### config.mk
export PLATFORM = sky130hd
export DESIGN_NAME = led_blink_breathe_controller_core
export DESIGN_NICKNAME = d
export VERILOG_FILES = /design/src/hw/rtl/lbbc_pkg.sv /design/src/hw/rtl/led_blink_breathe_controller_core.sv
export VERILOG_INCLUDE_DIRS = /design/src /design/src/hw/rtl
export SDC_FILE = /design/constraint.sdc
export NUM_CORES = 1
export LEC_CHECK = 0
export BUFFER_PORTS_ARGS = -buffer_cell sky130_fd_sc_hd__buf_2
export CORE_UTILIZATION = 30
export DETAILED_ROUTE_END_ITERATION = 6
export HOLD_SLACK_MARGIN = 0.02
export PLACE_DENSITY_LB_ADDON = 0.1
export SLEW_MARGIN = 20
export SYNTH_ARGS = -nofsm -noshare
export SYNTH_HDL_FRONTEND = slang
export SYNTH_SLANG_ARGS = --single-unit
### constraint.sdc
create_clock -name clock -period 9.26 [get_ports clock]
set_input_delay 1.852 -clock clock [delete_from_list [all_inputs] [get_ports clock]]
set_output_delay 1.852 -clock clock [all_outputs]
set_load 0.02 [all_outputs]
### src/hw/rtl/assert_macros.svh
// ----------------------------------------------------------------------------
// Assertion macros
// Shared wrappers for the concurrent checks used in the RTL.
// ----------------------------------------------------------------------------
`ifndef ASSERT_MACROS_SVH
`define ASSERT_MACROS_SVH

// Check a property on every rising clock edge outside of reset.
`define ASSERT_CLK(label, prop, msg) \
   label: assert property (@(posedge clock) disable iff (reset) (prop)) else $error(msg);

// Check that a condition implies another one in the next cycle.
`define ASSERT_NEXT(label, cond, prop, msg) \
   label: assert property (@(posedge clock) disable iff (reset) (cond) |=> (prop)) \
      else $error(msg);

`endif

### src/hw/rtl/lbbc_pkg.sv
// ----------------------------------------------------------------------------
// lbbc_pkg
// Constants, register indexes and helpers of the LED blink/breathe core.
// ----------------------------------------------------------------------------
package lbbc_pkg;

   // Breathing PWM resolution and the widths that follow from it.
   localparam int PWM_STEPS = 100;
   localparam int PWM_W     = $clog2(PWM_STEPS + 1);

   localparam int TICK_W   = 32;
   localparam int PERIOD_W = 16;
   localparam int CSR_AW   = 3;
   localparam int CSR_DW   = 32;

   // Duty step interval is the breathing period divided by this value.
   localparam int STEP_DIV   = 200;
   localparam int STEP_W     = $clog2((2 ** PERIOD_W - 1) / STEP_DIV + 1);
   localparam int RECIP_SH   = 24;
   localparam int RECIP      = (2 ** RECIP_SH) / STEP_DIV + 1;
   localparam int RECIP_W    = $clog2(RECIP + 1);
   localparam int PROD_W     = PERIOD_W + RECIP_W;

   // Interval values after reset and after a timed blink runs out.
   localparam logic [TICK_W-1:0] BLINK_DEF_ON  = TICK_W'(500);
   localparam logic [TICK_W-1:0] BLINK_DEF_OFF = TICK_W'(500);

   // Register indexes on the configuration port.
   localparam logic [CSR_AW-1:0] REG_MODE     = CSR_AW'(0);
   localparam logic [CSR_AW-1:0] REG_ON_TIME  = CSR_AW'(1);
   localparam logic [CSR_AW-1:0] REG_OFF_TIME = CSR_AW'(2);
   localparam logic [CSR_AW-1:0] REG_DURATION = CSR_AW'(3);
   localparam logic [CSR_AW-1:0] REG_PERIOD   = CSR_AW'(4);

   // Mode register codes.
   localparam logic [1:0] MODE_OFF     = 2'd0;
   localparam logic [1:0] MODE_ON      = 2'd1;
   localparam logic [1:0] MODE_BLINK   = 2'd2;
   localparam logic [1:0] MODE_BREATHE = 2'd3;

   // The reciprocal is exact over the whole 16-bit period range.
   function automatic logic [STEP_W-1:0] step_interval(input logic [PERIOD_W-1:0] period);
      logic [PROD_W-1:0] prod;
      prod = PROD_W'(period) * PROD_W'(RECIP);
      return STEP_W'(prod >> RECIP_SH);
   endfunction

endpackage

### src/hw/rtl/led_blink_breathe_controller_core.sv
// ----------------------------------------------------------------------------
// led_blink_breathe_controller_core
// LED controller with off, on, timed blink and PWM breathing modes.
// ----------------------------------------------------------------------------
// Each word on the req_ stream is one service step carrying the current
// millisecond timestamp. Every step returns exactly one rsp_ word with the
// LED level and a flag that says whether the level was driven in that step.
// The csr_ port selects the mode and sets the blink and breathing timing;
// writing the mode register restarts the selected mode. Blink intervals are
// latched on that write, while the breathing period is used as written.
// A step accepted on req_ shows on rsp_ in the next cycle.
// Throughput is one step per cycle while the receiver takes each word; the
// step logic is a single pass of 32-bit subtract/compare and small counter
// updates between the state registers and the output register.
// req_tready stays high while the output register is empty or being taken,
// so a stalled receiver holds one word and then back-pressures the input.
// Reset (synchronous) sets all state but the output data bits: mode off pending,
// blink intervals 500/500 with no duration, breathing period zero, output register empty.
// ----------------------------------------------------------------------------
`include "assert_macros.svh"

module led_blink_breathe_controller_core
   import lbbc_pkg::*;
(
   input  logic              clock,
   input  logic              reset,
   // Service steps
   input  logic              req_tvalid,
   output logic              req_tready,
   input  logic [31:0]       req_tdata,   // [31:0] now_tick
   // Results
   output logic              rsp_tvalid,
   input  logic              rsp_tready,
   output logic [7:0]        rsp_tdata,   // [0] led_on, [1] led_driven, [7:2] zero
   // Configuration
   input  logic              csr_we,
   input  logic [CSR_AW-1:0] csr_addr,
   input  logic [CSR_DW-1:0] csr_wdata
);

   typedef enum logic [2:0] {
      AM_OFF, AM_ON, AM_BLINK, AM_BREATHE, AM_IDLE
   } mode_type;

   typedef enum logic [1:0] {
      PH_FIRST, PH_LIT, PH_DARK
   } phase_type;

   // Configuration registers
   logic [TICK_W-1:0] on_time_ff,  on_time_in;
   logic [TICK_W-1:0] off_time_ff, off_time_in;
   logic [TICK_W-1:0] duration_ff, duration_in;
   logic [STEP_W-1:0] step_ival_ff, step_ival_in;

   // Mode state
   mode_type          active_ff, active_in;
   phase_type         phase_ff,  phase_in;
   logic [TICK_W-1:0] lit_since_ff,  lit_since_in;
   logic [TICK_W-1:0] dark_since_ff, dark_since_in;
   logic [TICK_W-1:0] run_since_ff,  run_since_in;
   logic [TICK_W-1:0] live_on_ff,  live_on_in;
   logic [TICK_W-1:0] live_off_ff, live_off_in;
   logic [TICK_W-1:0] live_dur_ff, live_dur_in;
   logic [PWM_W-1:0]  pwm_count_ff, pwm_count_in;
   logic [PWM_W-1:0]  duty_ff, duty_in;
   logic              rising_ff, rising_in;
   logic [TICK_W-1:0] last_step_ff, last_step_in;

   // Output register
   logic rsp_valid_ff, rsp_valid_in;
   logic rsp_on_ff,     rsp_on_in;
   logic rsp_driven_ff, rsp_driven_in;

   logic              req_accept;
   logic [TICK_W-1:0] now;
   logic              step_lit;
   logic              step_driven;
   logic [PWM_W-1:0]  pwm_inc;
   logic [PWM_W-1:0]  duty_step;

   assign req_tready = !rsp_valid_ff || rsp_tready;
   assign req_accept = req_tvalid && req_tready;
   assign now        = req_tdata[TICK_W-1:0];
   assign pwm_inc    = pwm_count_ff + PWM_W'(1);

   assign rsp_tvalid = rsp_valid_ff;
   assign rsp_tdata  = {6'd0, rsp_driven_ff, rsp_on_ff};

   always_comb begin
      on_time_in    = on_time_ff;
      off_time_in   = off_time_ff;
      duration_in   = duration_ff;
      step_ival_in  = step_ival_ff;
      active_in     = active_ff;
      phase_in      = phase_ff;
      lit_since_in  = lit_since_ff;
      dark_since_in = dark_since_ff;
      run_since_in  = run_since_ff;
      live_on_in    = live_on_ff;
      live_off_in   = live_off_ff;
      live_dur_in   = live_dur_ff;
      pwm_count_in  = pwm_count_ff;
      duty_in       = duty_ff;
      rising_in     = rising_ff;
      last_step_in  = last_step_ff;
      step_lit      = 1'b0;
      step_driven   = 1'b0;
      duty_step     = duty_ff;

      if (req_accept) begin
         case (active_ff)
            AM_OFF: begin
               step_driven = 1'b1;
               active_in   = AM_IDLE;
            end
            AM_ON: begin
               step_driven = 1'b1;
               step_lit    = 1'b1;
               active_in   = AM_IDLE;
            end
            AM_BLINK: begin
               if (live_dur_ff != '0 && phase_ff != PH_FIRST &&
                   (now - run_since_ff) >= live_dur_ff) begin
                  // A timed blink has run out: go dark and fall back to an
                  // endless default blink.
                  step_driven   = 1'b1;
                  phase_in      = PH_FIRST;
                  lit_since_in  = '0;
                  dark_since_in = '0;
                  run_since_in  = '0;
                  live_on_in    = BLINK_DEF_ON;
                  live_off_in   = BLINK_DEF_OFF;
                  live_dur_in   = '0;
               end else if (phase_ff == PH_LIT) begin
                  if ((now - lit_since_ff) >= live_on_ff) begin
                     step_driven   = 1'b1;
                     dark_since_in = now;
                     phase_in      = PH_DARK;
                  end
               end else if (phase_ff == PH_DARK) begin
                  if ((now - dark_since_ff) >= live_off_ff) begin
                     step_driven  = 1'b1;
                     step_lit     = 1'b1;
                     lit_since_in = now;
                     phase_in     = PH_LIT;
                  end
               end else begin
                  step_driven  = 1'b1;
                  step_lit     = 1'b1;
                  lit_since_in = now;
                  run_since_in = now;
                  phase_in     = PH_LIT;
               end
            end
            AM_BREATHE: begin
               step_driven  = 1'b1;
               step_lit     = pwm_inc < duty_ff;
               pwm_count_in = (pwm_inc >= PWM_W'(PWM_STEPS)) ? '0 : pwm_inc;
               if ((now - last_step_ff) >= TICK_W'(step_ival_ff)) begin
                  last_step_in = now;
                  if (rising_ff) begin
                     if (duty_ff < PWM_W'(PWM_STEPS)) begin
                        duty_step = duty_ff + PWM_W'(1);
                     end
                     if (duty_step >= PWM_W'(PWM_STEPS)) begin
                        rising_in = 1'b0;
                     end
                  end else begin
                     if (duty_ff != '0) begin
                        duty_step = duty_ff - PWM_W'(1);
                     end
                     if (duty_step == '0) begin
                        rising_in = 1'b1;
                     end
                  end
                  duty_in = duty_step;
               end
            end
            default: begin
               step_driven = 1'b0;
            end
         endcase
      end

      if (csr_we) begin
         case (csr_addr)
            REG_MODE: begin
               case (csr_wdata[1:0])
                  MODE_OFF: active_in = AM_OFF;
                  MODE_ON:  active_in = AM_ON;
                  MODE_BLINK: begin
                     active_in     = AM_BLINK;
                     phase_in      = PH_FIRST;
                     lit_since_in  = '0;
                     dark_since_in = '0;
                     run_since_in  = '0;
                     live_on_in    = on_time_ff;
                     live_off_in   = off_time_ff;
                     live_dur_in   = duration_ff;
                  end
                  default: begin
                     active_in    = AM_BREATHE;
                     pwm_count_in = '0;
                     last_step_in = '0;
                     duty_in      = '0;
                     rising_in    = 1'b0;
                  end
               endcase
            end
            REG_ON_TIME:  on_time_in   = csr_wdata[TICK_W-1:0];
            REG_OFF_TIME: off_time_in  = csr_wdata[TICK_W-1:0];
            REG_DURATION: duration_in  = csr_wdata[TICK_W-1:0];
            REG_PERIOD:   step_ival_in = step_interval(csr_wdata[PERIOD_W-1:0]);
            default: begin
               step_ival_in = step_ival_ff;
            end
         endcase
      end

      if (req_accept) begin
         rsp_valid_in  = 1'b1;
         rsp_on_in     = step_lit;
         rsp_driven_in = step_driven;
      end else begin
         rsp_valid_in  = rsp_valid_ff && !rsp_tready;
         rsp_on_in     = rsp_on_ff;
         rsp_driven_in = rsp_driven_ff;
      end
   end

   always_ff @(posedge clock) begin
      if (reset) begin
         on_time_ff    <= BLINK_DEF_ON;
         off_time_ff   <= BLINK_DEF_OFF;
         duration_ff   <= '0;
         step_ival_ff  <= '0;
         active_ff     <= AM_OFF;
         phase_ff      <= PH_FIRST;
         lit_since_ff  <= '0;
         dark_since_ff <= '0;
         run_since_ff  <= '0;
         live_on_ff    <= BLINK_DEF_ON;
         live_off_ff   <= BLINK_DEF_OFF;
         live_dur_ff   <= '0;
         pwm_count_ff  <= '0;
         duty_ff       <= '0;
         rising_ff     <= 1'b0;
         last_step_ff  <= '0;
         rsp_valid_ff  <= 1'b0;
      end else begin
         on_time_ff    <= on_time_in;
         off_time_ff   <= off_time_in;
         duration_ff   <= duration_in;
         step_ival_ff  <= step_ival_in;
         active_ff     <= active_in;
         phase_ff      <= phase_in;
         lit_since_ff  <= lit_since_in;
         dark_since_ff <= dark_since_in;
         run_since_ff  <= run_since_in;
         live_on_ff    <= live_on_in;
         live_off_ff   <= live_off_in;
         live_dur_ff   <= live_dur_in;
         pwm_count_ff  <= pwm_count_in;
         duty_ff       <= duty_in;
         rising_ff     <= rising_in;
         last_step_ff  <= last_step_in;
         rsp_valid_ff  <= rsp_valid_in;
      end
      rsp_on_ff     <= rsp_on_in;
      rsp_driven_ff <= rsp_driven_in;
   end

   // Every accepted step must leave a word in the output register.
   `ASSERT_NEXT(a_step_gives_word, req_accept, rsp_valid_ff, "accepted step produced no word")

   // Once idle, a step drives nothing.
   `ASSERT_NEXT(a_idle_not_driven, req_accept && !csr_we && active_ff == AM_IDLE,
                !rsp_driven_ff, "idle step drove the LED")

   // The breathing counters stay inside the PWM range.
   `ASSERT_CLK(a_pwm_range,
               pwm_count_ff < PWM_W'(PWM_STEPS) && duty_ff <= PWM_W'(PWM_STEPS),
               "PWM count or duty out of range")

endmodule

After elaboration in Yosys (flattened, before gate mapping)
Index checks and enable logic that the tools add are counted.

Flip-flop bits (word level): 352. Input bits: 72. Logic and storage cells: 173.

$add $sub $neg: 7. Multipliers: 1. Order comparisons: 8. Equality and inequality tests: 11. Multiplexer cells: 106. Reductions and logical operators: 21.

Operators with widths (number): 2-to-1 mux 32 bit (49); 2-to-1 mux 7 bit (23); subtractor 32 bit (4); greater-or-equal comparator 32 bit (3); multiplier 16 x 17 -> 33 bit, second input constant (1); greater-or-equal comparator 32 x 9 -> 1 bit (1); nonzero test 32 bit (1); 2-to-1 mux 2 bit (10); 2-to-1 mux 1 bit (17); adder 7 x 1 -> 7 bit, second input constant (2); greater-or-equal comparator 7 bit, second input constant (2); equality test 3 x 2 -> 1 bit, second input constant (4); 2-to-1 mux 3 bit (4); AND reduction 2 bit (4); zero test 7 bit (1); < comparator 7 bit (1); < comparator 7 bit, second input constant (1); nonzero test 7 bit (1); subtractor 7 x 1 -> 7 bit, second input constant (1); equality test 3 x 1 -> 1 bit, second input constant (2); zero test 3 bit (2); one-hot mux 2 bit (3 select lines) (1); OR reduction 3 bit (2); equality test 2 x 1 -> 1 bit, second input constant (2); other kinds (10) (15).

Depth between registers and ports, before layout
Gate-level depths: netlist (run 1).

Depth after elaboration: 15. Gate-level depth with buffers: 30. Gate-level depth less buffers: 28.

Worst setup path before layout (run 1)
Ideal clock, no wire load.

Path type: in2reg. Start point: input port csr_wdata[4]. End point: register step_ival_ff[7]. Setup time: 131 ps. Data arrival time: 7142 ps. Data required time: 9129 ps. Setup slack: 1987 ps. Cell stages on the path: 23. Path through: fa_1 -> inv_1 -> fa_1 -> fa_1 -> inv_1 -> fa_1 -> inv_1 -> fa_1 -> inv_1 -> fa_1 -> ha_1 -> a21o_1 -> a21o_1 -> a21o_1 -> a21oi_1 -> o211ai_1 -> o2111ai_1 -> a31oi_1 -> a211oi_1 -> o21bai_1 -> a21oi_1 -> xnor2_1 -> o31ai_1.

Cells in the longest elaborated chain, start to end: 1.

RTL lines: start: declaration (RTL line led_blink_breathe_controller_core.sv:38) `input logic [CSR_DW-1:0] csr_wdata`; multiplier 16 x 17 -> 33 bit (RTL line lbbc_pkg.sv:44) `prod = PROD_W'(period) * PROD_W'(RECIP);`; end signal: assignment (RTL line led_blink_breathe_controller_core.sv:254) `step_ival_ff <= step_ival_in;`; end: declaration (RTL line led_blink_breathe_controller_core.sv:53) `logic [STEP_W-1:0] step_ival_ff, step_ival_in;`.

No other way between the ends. A chain may end at the register's enable or synchronous reset.

Worst setup path in the final report (run 1)
Start point: input port req_tdata[0]. End point: register dark_since_ff[3].

Cells in the longest elaborated chain, start to end: 10. Elaborated cells between the ends (all ways): 13. Classes of those cells: add/sub: 2; order compare: 2; mux: 8; reduce/logical: 1.

RTL lines: start: declaration (RTL line led_blink_breathe_controller_core.sv:30) `input logic [31:0] req_tdata,`; subtractor 32 bit (RTL line led_blink_breathe_controller_core.sv:135) `if ((now - lit_since_ff) >= live_on_ff) begin`; greater-or-equal comparator 32 bit (RTL line led_blink_breathe_controller_core.sv:135); 2-to-1 mux 32 bit (RTL line led_blink_breathe_controller_core.sv:135); 2-to-1 mux 32 bit (RTL line led_blink_breathe_controller_core.sv:134) `end else if (phase_ff == PH_LIT) begin`; 2-to-1 mux 32 bit * (RTL line led_blink_breathe_controller_core.sv:122) `if (live_dur_ff != '0 && phase_ff != PH_FIRST &&`; 2-to-1 mux 32 bit * (RTL line led_blink_breathe_controller_core.sv:111) `case (active_ff)`; 2-to-1 mux 32 bit * (RTL line led_blink_breathe_controller_core.sv:110) `if (req_accept) begin`; 2-to-1 mux 32 bit (RTL line led_blink_breathe_controller_core.sv:188) `case (csr_wdata[1:0])`; 2-to-1 mux 32 bit (RTL line led_blink_breathe_controller_core.sv:186) `case (csr_addr)`; 2-to-1 mux 32 bit * (RTL line led_blink_breathe_controller_core.sv:185) `if (csr_we) begin`; end signal: assignment (RTL line led_blink_breathe_controller_core.sv:258) `dark_since_ff <= dark_since_in;`; end: declaration (RTL line led_blink_breathe_controller_core.sv:59) `logic [TICK_W-1:0] dark_since_ff, dark_since_in;`.

Every way passes the cells marked *; elsewhere a longest branch is shown, timed or not.

==> impl_metrics.json, run 1 <==
{
  "status": "finished clean",
  "slew_viol_final": 0,
  "synth_edf_count": 2,
  "core-area_um2": 85700,
  "avgSynthCellArea_um2": 8.32,
  "reg2reg_slack_ns": 2.63,
  "clkSlewWorstSetupHoldPaths_ns": 0.06,
  "cp_max_fo": 32,
  "synthTopCellsByArea": "dfxtp_1, ha_1, fa_1",
  "fin_total_pwr_mw": 5.38,
  "synth_flop_cell": "dfxtp_1",
  "period_minus_slack_ns": 7.88,
  "via_per_inst": 4.96,
  "nNetsFinal": 3716,
  "synth_top_area_share_pct": 26.9,
  "syn2layout_area_growth_pct": 11.9,
  "ys_seq_area_share_pct": 27.1,
  "drtPass1Iterations": 5,
  "critical_path_buf_inv_count": 4,
  "ys_types": 79,
  "yosysMostFrequentCell": "inv_1",
  "postCtsSetupBuffers": 0,
  "fillCellCount": 9037,
  "drtIter0Drc": 1200,
  "start_util_pct": 30.4,
  "cp_slowest_cell": "fa_1",
  "grt_pass1_wl_um": 126000,
  "cts-root-buf": "clkbuf_16",
  "setup_viol": 0,
  "antenna_found_initial": 3,
  "hp-start": "on_time_ff[14]",
  "dieArea_um2": 88100,
  "crit_start": "req_tdata[0]",
  "n_antenna_cell": 0,
  "hold_ws_ns": 0.427,
  "path_common_cell": "a21o_1",
  "gr-usage-all-layers_pct": 18.1,
  "tns_ns": 0,
  "synth_area_um2": 26100,
  "drc": 0,
  "hpwl_um": 62100,
  "grt_max_degree": 85,
  "ys_top_cells_by_count": "inv_1, nand2_1, ha_1",
  "cp_top_family": "compound AO/OA/AOI/OAI gates",
  "worst_pin_slew_ns": 1.05,
  "yosysTopAreaCell": "dfxtp_1",
  "startpoint_type": "primary input",
  "ys_ff_latch": 352,
  "postCtsHoldBufs": 0,
  "cts_buffers": 46,
  "grt_pass1_vias": 21800,
  "power.leakage_nw": 12.0,
  "cts_buffer_depth": 3,
  "numPortBuffers": 75,
  "wl_um": 80000,
  "ir_drop_mv": 0.301,
  "drtAntennaViolNets": 0,
  "rows": 107,
  "postSynth.asyncResetShare_pct": 0,
  "yosys_warnings": 0,
  "relSlewSlack_pct": 29.2,
  "cts.sinks": 352,
  "drive_gt1_share_pct": 6.68,
  "die_y_um": 297,
  "synth_cells": 3137,
  "vias": 21600,
  "period_share_pct": 85.1,
  "max_freq_mhz": 127,
  "end_kind": "flop",
  "fin_util_pct": 34.1,
  "drv_cap": 0,
  "critPathRequiredTime_ns": 9.77,
  "clkLatencyLatePin_ns": 0.59,
  "rsz0062_at_grt": "false",
  "dieWidth_um": 297,
  "grt.overflow.total": 0,
  "criticalPathCategory": "in -> reg",
  "ctsResizeCount": 0,
  "place_congestion": 0.859,
  "ctsHtreeMaxLevel": 2,
  "routedWlPerCell_um": 18.4,
  "fin_worst_skew_ns": 0.0357,
  "finalHoldViolCount": 0,
  "power_density_nw_per_um2": 184,
  "dp.cells": 4266,
  "io_pins": 82,
  "critPathMaxStageDelay_ns": 0.40,
  "r2r_start": "lit_since_ff[0]",
  "instances_no_fill": 4349,
  "min-delay-path-class": "reg -> reg",
  "cts_tree": "yes",
  "cp.arrival_ns": 8.39
}
## report_power, final
group / switching (mW) / internal, mW
combinational: 1.16 / 0.868
clock: 0.723 / 1.09
sequential: 0.0116 / 1.53
## routing by layer
metal,global-route usage (%),vias up,share of wire [%]
met5,0,-,0.021
met4,6.03,4,3.3
met3,1.73,107,2.2
met2,31.7,257,49
met1,23.1,10300,46
li1,-,10800,-
## area by class of cell
cell class                      instances  area, µm²  area share (%)
Multi-Input combinational cell       2244      17000            58.2
Tap cell                             1144       1430            4.90
Inverter                              425       1600            5.46
Clock buffer                           64       1330            4.55
Clock inverter                         19        208           0.711
Timing Repair Buffer                  101        586            2.01
Sequential cell                       352       7070            24.2
## cells in the final DEF (no fill, tap or decap), types with 17 or more instances in the layout
master / n
inv_1: 425
nand2_1: 418
ha_1: 373
dfxtp_1: 350
a21oi_1: 263
o21ai_0: 152
nor2_1: 136
a21o_1: 102
fa_1: 101
buf_2: 74
xnor2_1: 73
a22o_1: 68
clkbuf_16: 47
nand3_1: 44
nand2b_1: 34
a32o_1: 34
xor2_1: 33
nor3_1: 32
nand4_1: 29
nor2b_1: 26
buf_4: 26
o21a_1: 23
nand3b_1: 23
and3_1: 22
o21bai_1: 17
## per-stage QoR
| step | cell area (µm²) | worst slack (ns) |
|---|---|---|
| floorplan | 26100 | 1.99 |
| finish | 29200 | 1.38 |
| CTS | 29200 | 1.51 |
| detailed placement | 27700 | 0.903 |
| global route | 29200 | 0.938 |
| global placement | 27700 | 0.563 |
## worst min-delay path, delay by kind of cell, from the launching register on
kind,cells,cell delay (ns)
DFF,1,0.32
and+or+nand+nor,1,0.05
AOI/OAI and AO/OA,1,0.06
## cell families after synthesis
family,Yosys count,share of synthesized area [%]
buffers and inverters,546,8.10
flip-flops,352,27.1
other,1,0.0144
multiplexers,12,0.460
AO/OA/AOI/OAI,817,20.7
AND/OR/NAND/NOR,829,14.4
adder cells (fa/ha/maj),474,25.6
XOR/XNOR,106,3.56
## path summary, 6_finish.rpt
| path | end | depth (start not counted) |
|---|---|---|
| setup / recovery | dark_since_ff[3] | 28 |
| hold / removal | live_on_ff[14] | 2 |
| setup reg to reg | dark_since_ff[3] | 26 |
| hold reg to reg | live_on_ff[14] | 2 |
## state kept, by name, summed over array words and instances (netlist names), 3 cells and up
register / count
active_ff: 3
dark_since_ff: 32
duration_ff: 32
duty_ff: 7
last_step_ff: 32
lit_since_ff: 32
live_dur_ff: 32
live_off_ff: 32
live_on_ff: 32
off_time_ff: 32
on_time_ff: 32
pwm_count_ff: 7
run_since_ff: 32
step_ival_ff: 9
No activity file was read; power rests on OpenSTA's default activity.
==> run 2: changes to the inputs <==
--- a/config.mk
+++ b/config.mk
@@ -7,6 +7,7 @@
 export NUM_CORES = 1
 export LEC_CHECK = 0
 export BUFFER_PORTS_ARGS = -buffer_cell sky130_fd_sc_hd__buf_2
+export CORE_MARGIN = 3
 export CORE_UTILIZATION = 30
 export DETAILED_ROUTE_END_ITERATION = 6
 export HOLD_SLACK_MARGIN = 0.02
==> run 2 against run 1 <==
Clock power barely moved. Highest routed layer unchanged. Critical path depth shrank 3. First-iteration DRC count up 3.0%. Global-route usage decreased by 0.27 points. Worst setup slack improved by 0.061 ns. Critical path type unchanged. Total power is essentially flat. Final cell count is essentially flat.
==> impl_metrics.json, run 2 (same netlist as run 1, synthesis figures left out) <==
{
  "nNetsFinal": 3713,
  "clkSlewWorstSetupHoldPaths_ns": 0.06,
  "cts_buffers": 45,
  "power_frac_clock_pct": 33.3,
  "drive_gt1_share_pct": 6.53,
  "min-delay-path-class": "reg -> reg",
  "drv_cap": 0,
  "reg2reg_slack_ns": 2.68,
  "critPathMaxStageDelay_ns": 0.63,
  "netSwitchingFraction_pct": 35.6,
  "dp_slack_ns": 0.972,
  "period_minus_slack_ns": 7.82,
  "worst_pin_slew_ns": 1.03,
  "via_per_inst": 4.97,
  "ir_drop_mv": 0.268,
  "routedWlPerCell_um": 18.7,
  "cts.sinks": 352,
  "dieWidth_um": 301,
  "worstHoldEndpoint": "live_dur_ff[3]",
  "cp.arrival_ns": 8.15,
  "grt_max_degree": 83,
  "power_frac_comb_pct": 38.0,
  "drtPass1Iterations": 7,
  "max_freq_mhz": 128,
  "drc": 0,
  "vias": 21600,
  "rows": 107,
  "grt_pass1_vias": 21500,
  "core-area_um2": 85700,
  "postCtsHoldBufs": 0,
  "criticalPathCategory": "in -> reg",
  "instances_no_fill": 4346,
  "syn2layout_area_growth_pct": 11.8,
  "layout_common_cells": "inv_1, nand2_1, ha_1, dfxtp_1, a21oi_1",
  "die_y_um": 301,
  "cts_buffer_depth": 3,
  "start_util_pct": 30.4,
  "finalHoldViolCount": 0,
  "hpwl_um": 62700,
  "end_kind": "flop",
  "status": "finished clean",
  "p_sw_mw": 1.91,
  "cts_tree": "yes",
  "startpoint_type": "primary input",
  "relSlewSlack_pct": 30.9,
  "tns_ns": 0,
  "fin_worst_skew_ns": 0.0234,
  "hold_depth": 2,
  "dieArea_um2": 90500,
  "worst_slack_ns": 1.44,
  "drtIter0Drc": 1236,
  "wl_um": 81300,
  "rsz0062_at_grt": "false",
  "drtAntennaViolNets": 0,
  "reg2reg_to": "rsp_on_ff",
  "cp_max_fo": 5,
  "place_area_um2": 27600,
  "postCtsSetupBuffers": 0,
  "layout_commonest_cell": "inv_1",
  "slew_viol_final": 0,
  "path_common_cell": "a21oi_1",
  "clkLatencyLatePin_ns": 0.60,
  "io_pins": 82,
  "p_int_mw": 3.46,
  "cp_slowest_cell": "a2111oi_0",
  "place_congestion": 0.851,
  "dp.cells": 4264,
  "critPathRequiredTime_ns": 9.59,
  "antenna_found_initial": 3,
  "hp-start": "duration_ff[3]",
  "r2r_start": "dark_since_ff[0]",
  "setup_viol": 0,
  "grt_pass1_wl_um": 126000,
  "period_share_pct": 84.4,
  "ctsResizeCount": 0,
  "cts-root-buf": "clkbuf_16",
  "gr-usage-all-layers_pct": 17.8,
  "power_density_nw_per_um2": 184,
  "numPortBuffers": 75,
  "design_area_um2": 29200,
  "power.leakage_nw": 12.0,
  "fin_total_pwr_mw": 5.38,
  "power_frac_seq_pct": 28.7,
  "grt.overflow.total": 0,
  "ctsHtreeMaxLevel": 2,
  "r2r.worst_path.cells": 23,
  "fillCellCount": 9061
}
-- run 2: how the worst max path moves through the flow --
stage | from | endpoint | slack (ns) | depth (start not counted)
after floorplan | csr_wdata[4] | step_ival_ff[7] | 1.99 | 23
after global placement | req_tdata[0] | rsp_on_ff | 1.07 | 24
after detailed placement | req_tdata[0] | lit_since_ff[9] | 0.97 | 25
after CTS | req_tdata[0] | lit_since_ff[7] | 1.56 | 25
after global routing | req_tdata[0] | lit_since_ff[9] | 0.92 | 25
final | req_tdata[0] | rsp_on_ff | 1.44 | 25
-- run 2: power groups by stage --
stage | registers (mW) | clock network, mW | logic [mW]
after CTS | 1.55 | 1.85 | 2.10
final | 1.55 | 1.79 | 2.04
after global routing | 1.55 | 1.91 | 2.39
after global placement | 1.58 | 0 | 2.06
after floorplan | 1.57 | 0 | 1.47
after detailed placement | 1.58 | 0 | 2.08
-- run 2: final cells by class --
cell class / instances / area, µm² / area share [%]
Antenna cell: 3 / 7.51 / 0.0257
Clock buffer: 61 / 1280 / 4.38
Clock inverter: 18 / 229 / 0.785
Inverter: 425 / 1600 / 5.47
Multi-Input combinational cell: 2244 / 17000 / 58.2
Sequential cell: 352 / 7070 / 24.2
Tap cell: 1144 / 1430 / 4.91
Timing Repair Buffer: 99 / 571 / 1.96
-- run 2: per-layer routing --
metal | GRT usage, % | part of all wire (%)
met1 | 22.9 | 46
met2 | 31.6 | 49
met3 | 2.11 | 2.9
met4 | 4.49 | 2.3
met5 | 0 | 0.016
-- run 2: critical path: cells and delay by family --
kind	cells	cell delay, ns
AOI/OAI and AO/OA	15	4.32
and+or+nand+nor	2	0.39
buffers and inverters	4	0.56
xor gates and xnor gates	1	0.09
adders and majority gates	3	0.92
-- run 2: through the flow --
step / hold slack [ns] / util (%)
floorplan: 0.425 / -
global placement: 0.436 / 32.3
detailed placement: 0.440 / 32.3
CTS: 0.452 / 34.0
global route: 0.467 / 34.0
finish: 0.443 / 34.0
==> run 3: changes to the inputs <==
==> constraint.sdc (replaced) <==
create_clock -name clock -period 8.1 [get_ports clock]
set_input_delay 1.62 -clock clock [delete_from_list [all_inputs] [get_ports clock]]
set_output_delay 1.62 -clock clock [all_outputs]
set_load 0.02 [all_outputs]
==> run 3 against run 2 <==
Clock skew is 0.0073 ns higher. Worst setup slack worse by 0.60 ns. Critical path type unchanged. Highest routed layer unchanged. Largest cell class unchanged. Via count is 0.89% higher. Final cell count is 0.41% higher.
==> impl_metrics.json, run 3 (same netlist as run 1, synthesis figures left out) <==
{
  "status": "finished clean",
  "ctsResizeCount": 0,
  "drive_gt1_share_pct": 7.15,
  "place_area_um2": 27800,
  "clkSlewWorstSetupHoldPaths_ns": 0.06,
  "min-delay-path-class": "reg -> reg",
  "path_common_cell": "a21o_1",
  "instances_no_fill": 4364,
  "dp.cells": 4280,
  "dieArea_um2": 90500,
  "postCtsSetupBuffers": 0,
  "layout_commonest_cell": "inv_1",
  "drc": 0,
  "cp.arrival_ns": 7.77,
  "start_util_pct": 30.4,
  "cts_buffer_depth": 3,
  "hpwl_um": 64200,
  "setup_viol": 0,
  "grt.overflow.total": 0,
  "gr-usage-all-layers_pct": 18.3,
  "period_minus_slack_ns": 7.26,
  "cts_tree": "yes",
  "fin_worst_skew_ns": 0.0307,
  "syn2layout_area_growth_pct": 12.6,
  "end_kind": "flop",
  "die_y_um": 301,
  "drtIter0Drc": 1326,
  "io_pins": 82,
  "critPathRequiredTime_ns": 8.61,
  "design_area_um2": 29400,
  "cts_buffers": 46,
  "clkLatencyLatePin_ns": 0.60,
  "numPortBuffers": 75,
  "cts.sinks": 352,
  "max_freq_mhz": 138,
  "ctsHtreeMaxLevel": 2,
  "grt_max_degree": 64,
  "startpoint_type": "primary input",
  "grt_pass1_vias": 22100,
  "via_per_inst": 5.00,
  "drv_cap": 0,
  "cp_max_fo": 32,
  "critPathMaxStageDelay_ns": 0.43,
  "wl_um": 83000,
  "ir_drop_mv": 0.282,
  "finalHoldViolCount": 0,
  "worst_pin_slew_ns": 1.12,
  "rsz0062_at_grt": "false",
  "power.leakage_nw": 12.1,
  "criticalPathCategory": "in -> reg",
  "rows": 107,
  "drtPass1Iterations": 5,
  "layout_common_cells": "inv_1, nand2_1, ha_1, dfxtp_1, a21oi_1",
  "place_congestion": 0.879,
  "power_density_nw_per_um2": 212,
  "routedWlPerCell_um": 19.0,
  "period_share_pct": 89.6,
  "antenna_found_initial": 3,
  "relSlewSlack_pct": 24.9,
  "fin_total_pwr_mw": 6.23,
  "nNetsFinal": 3730,
  "tns_ns": 0,
  "drtAntennaViolNets": 0,
  "dieWidth_um": 301,
  "postCtsHoldBufs": 0,
  "cp_slowest_cell": "buf_4",
  "core-area_um2": 85700,
  "grt_pass1_wl_um": 129000,
  "fillCellCount": 9011,
  "vias": 21800,
  "slew_viol_final": 0,
  "cts-root-buf": "clkbuf_16"
}
-- run 3: final timing paths --
check	from	endpoint	slack, ns	cells after the start
min reg2reg	on_time_ff[13]	live_on_ff[13]	0.43	2
min	on_time_ff[13]	live_on_ff[13]	0.43	2
max	req_tdata[0]	dark_since_ff[5]	0.84	29
max reg2reg	run_since_ff[0]	dark_since_ff[5]	1.86	27
-- run 3: worst max-delay path, delay by kind of cell --
kind,cells,cell delay (ns)
AND/OR/NAND/NOR,2,0.28
adder cells (fa/ha/maj),3,0.86
AO/OA/AOI/OAI,18,3.87
XOR/XNOR,1,0.12
buffers and inverters,5,0.94
-- run 3: final cells by class --
type	count	area (µm²)	share of cell area [%]
Sequential cell	352	7070	24.1
Antenna cell	2	5.00	0.0170
Clock buffer	61	1310	4.45
Clock inverter	21	231	0.788
Multi-Input combinational cell	2244	17000	57.8
Timing Repair Buffer	115	753	2.56
Tap cell	1144	1430	4.87
Inverter	425	1600	5.43
-- run 3: per-stage QoR --
stage / utilization (%) / worst slack [ns] / hold slack, ns
2_1_floorplan: - / 1.06 / 0.425
3_3_place_gp: 32.5 / 0.369 / 0.438
3_5_place_dp: 32.5 / 0.323 / 0.444
4_1_cts: 34.3 / 0.918 / 0.427
5_1_grt: 34.3 / 0.524 / 0.471
6_report: 34.3 / 0.843 / 0.432
-- run 3: where the power goes --
part	internal (mW)	switching, mW	total, mW
combinational	1.02	1.37	2.39
sequential	1.75	0.0147	1.77
clock	1.23	0.839	2.07
-- run 3: routing by layer --
metal | GRT usage (%) | routed length (µm) | up-vias
li1 | - | - | 10900
met1 | 23.9 | 38100 | 10500
met2 | 32.0 | 40500 | 297
met3 | 1.95 | 2470 | 91
met4 | 4.49 | 1870 | 2
met5 | 0 | 13 | -
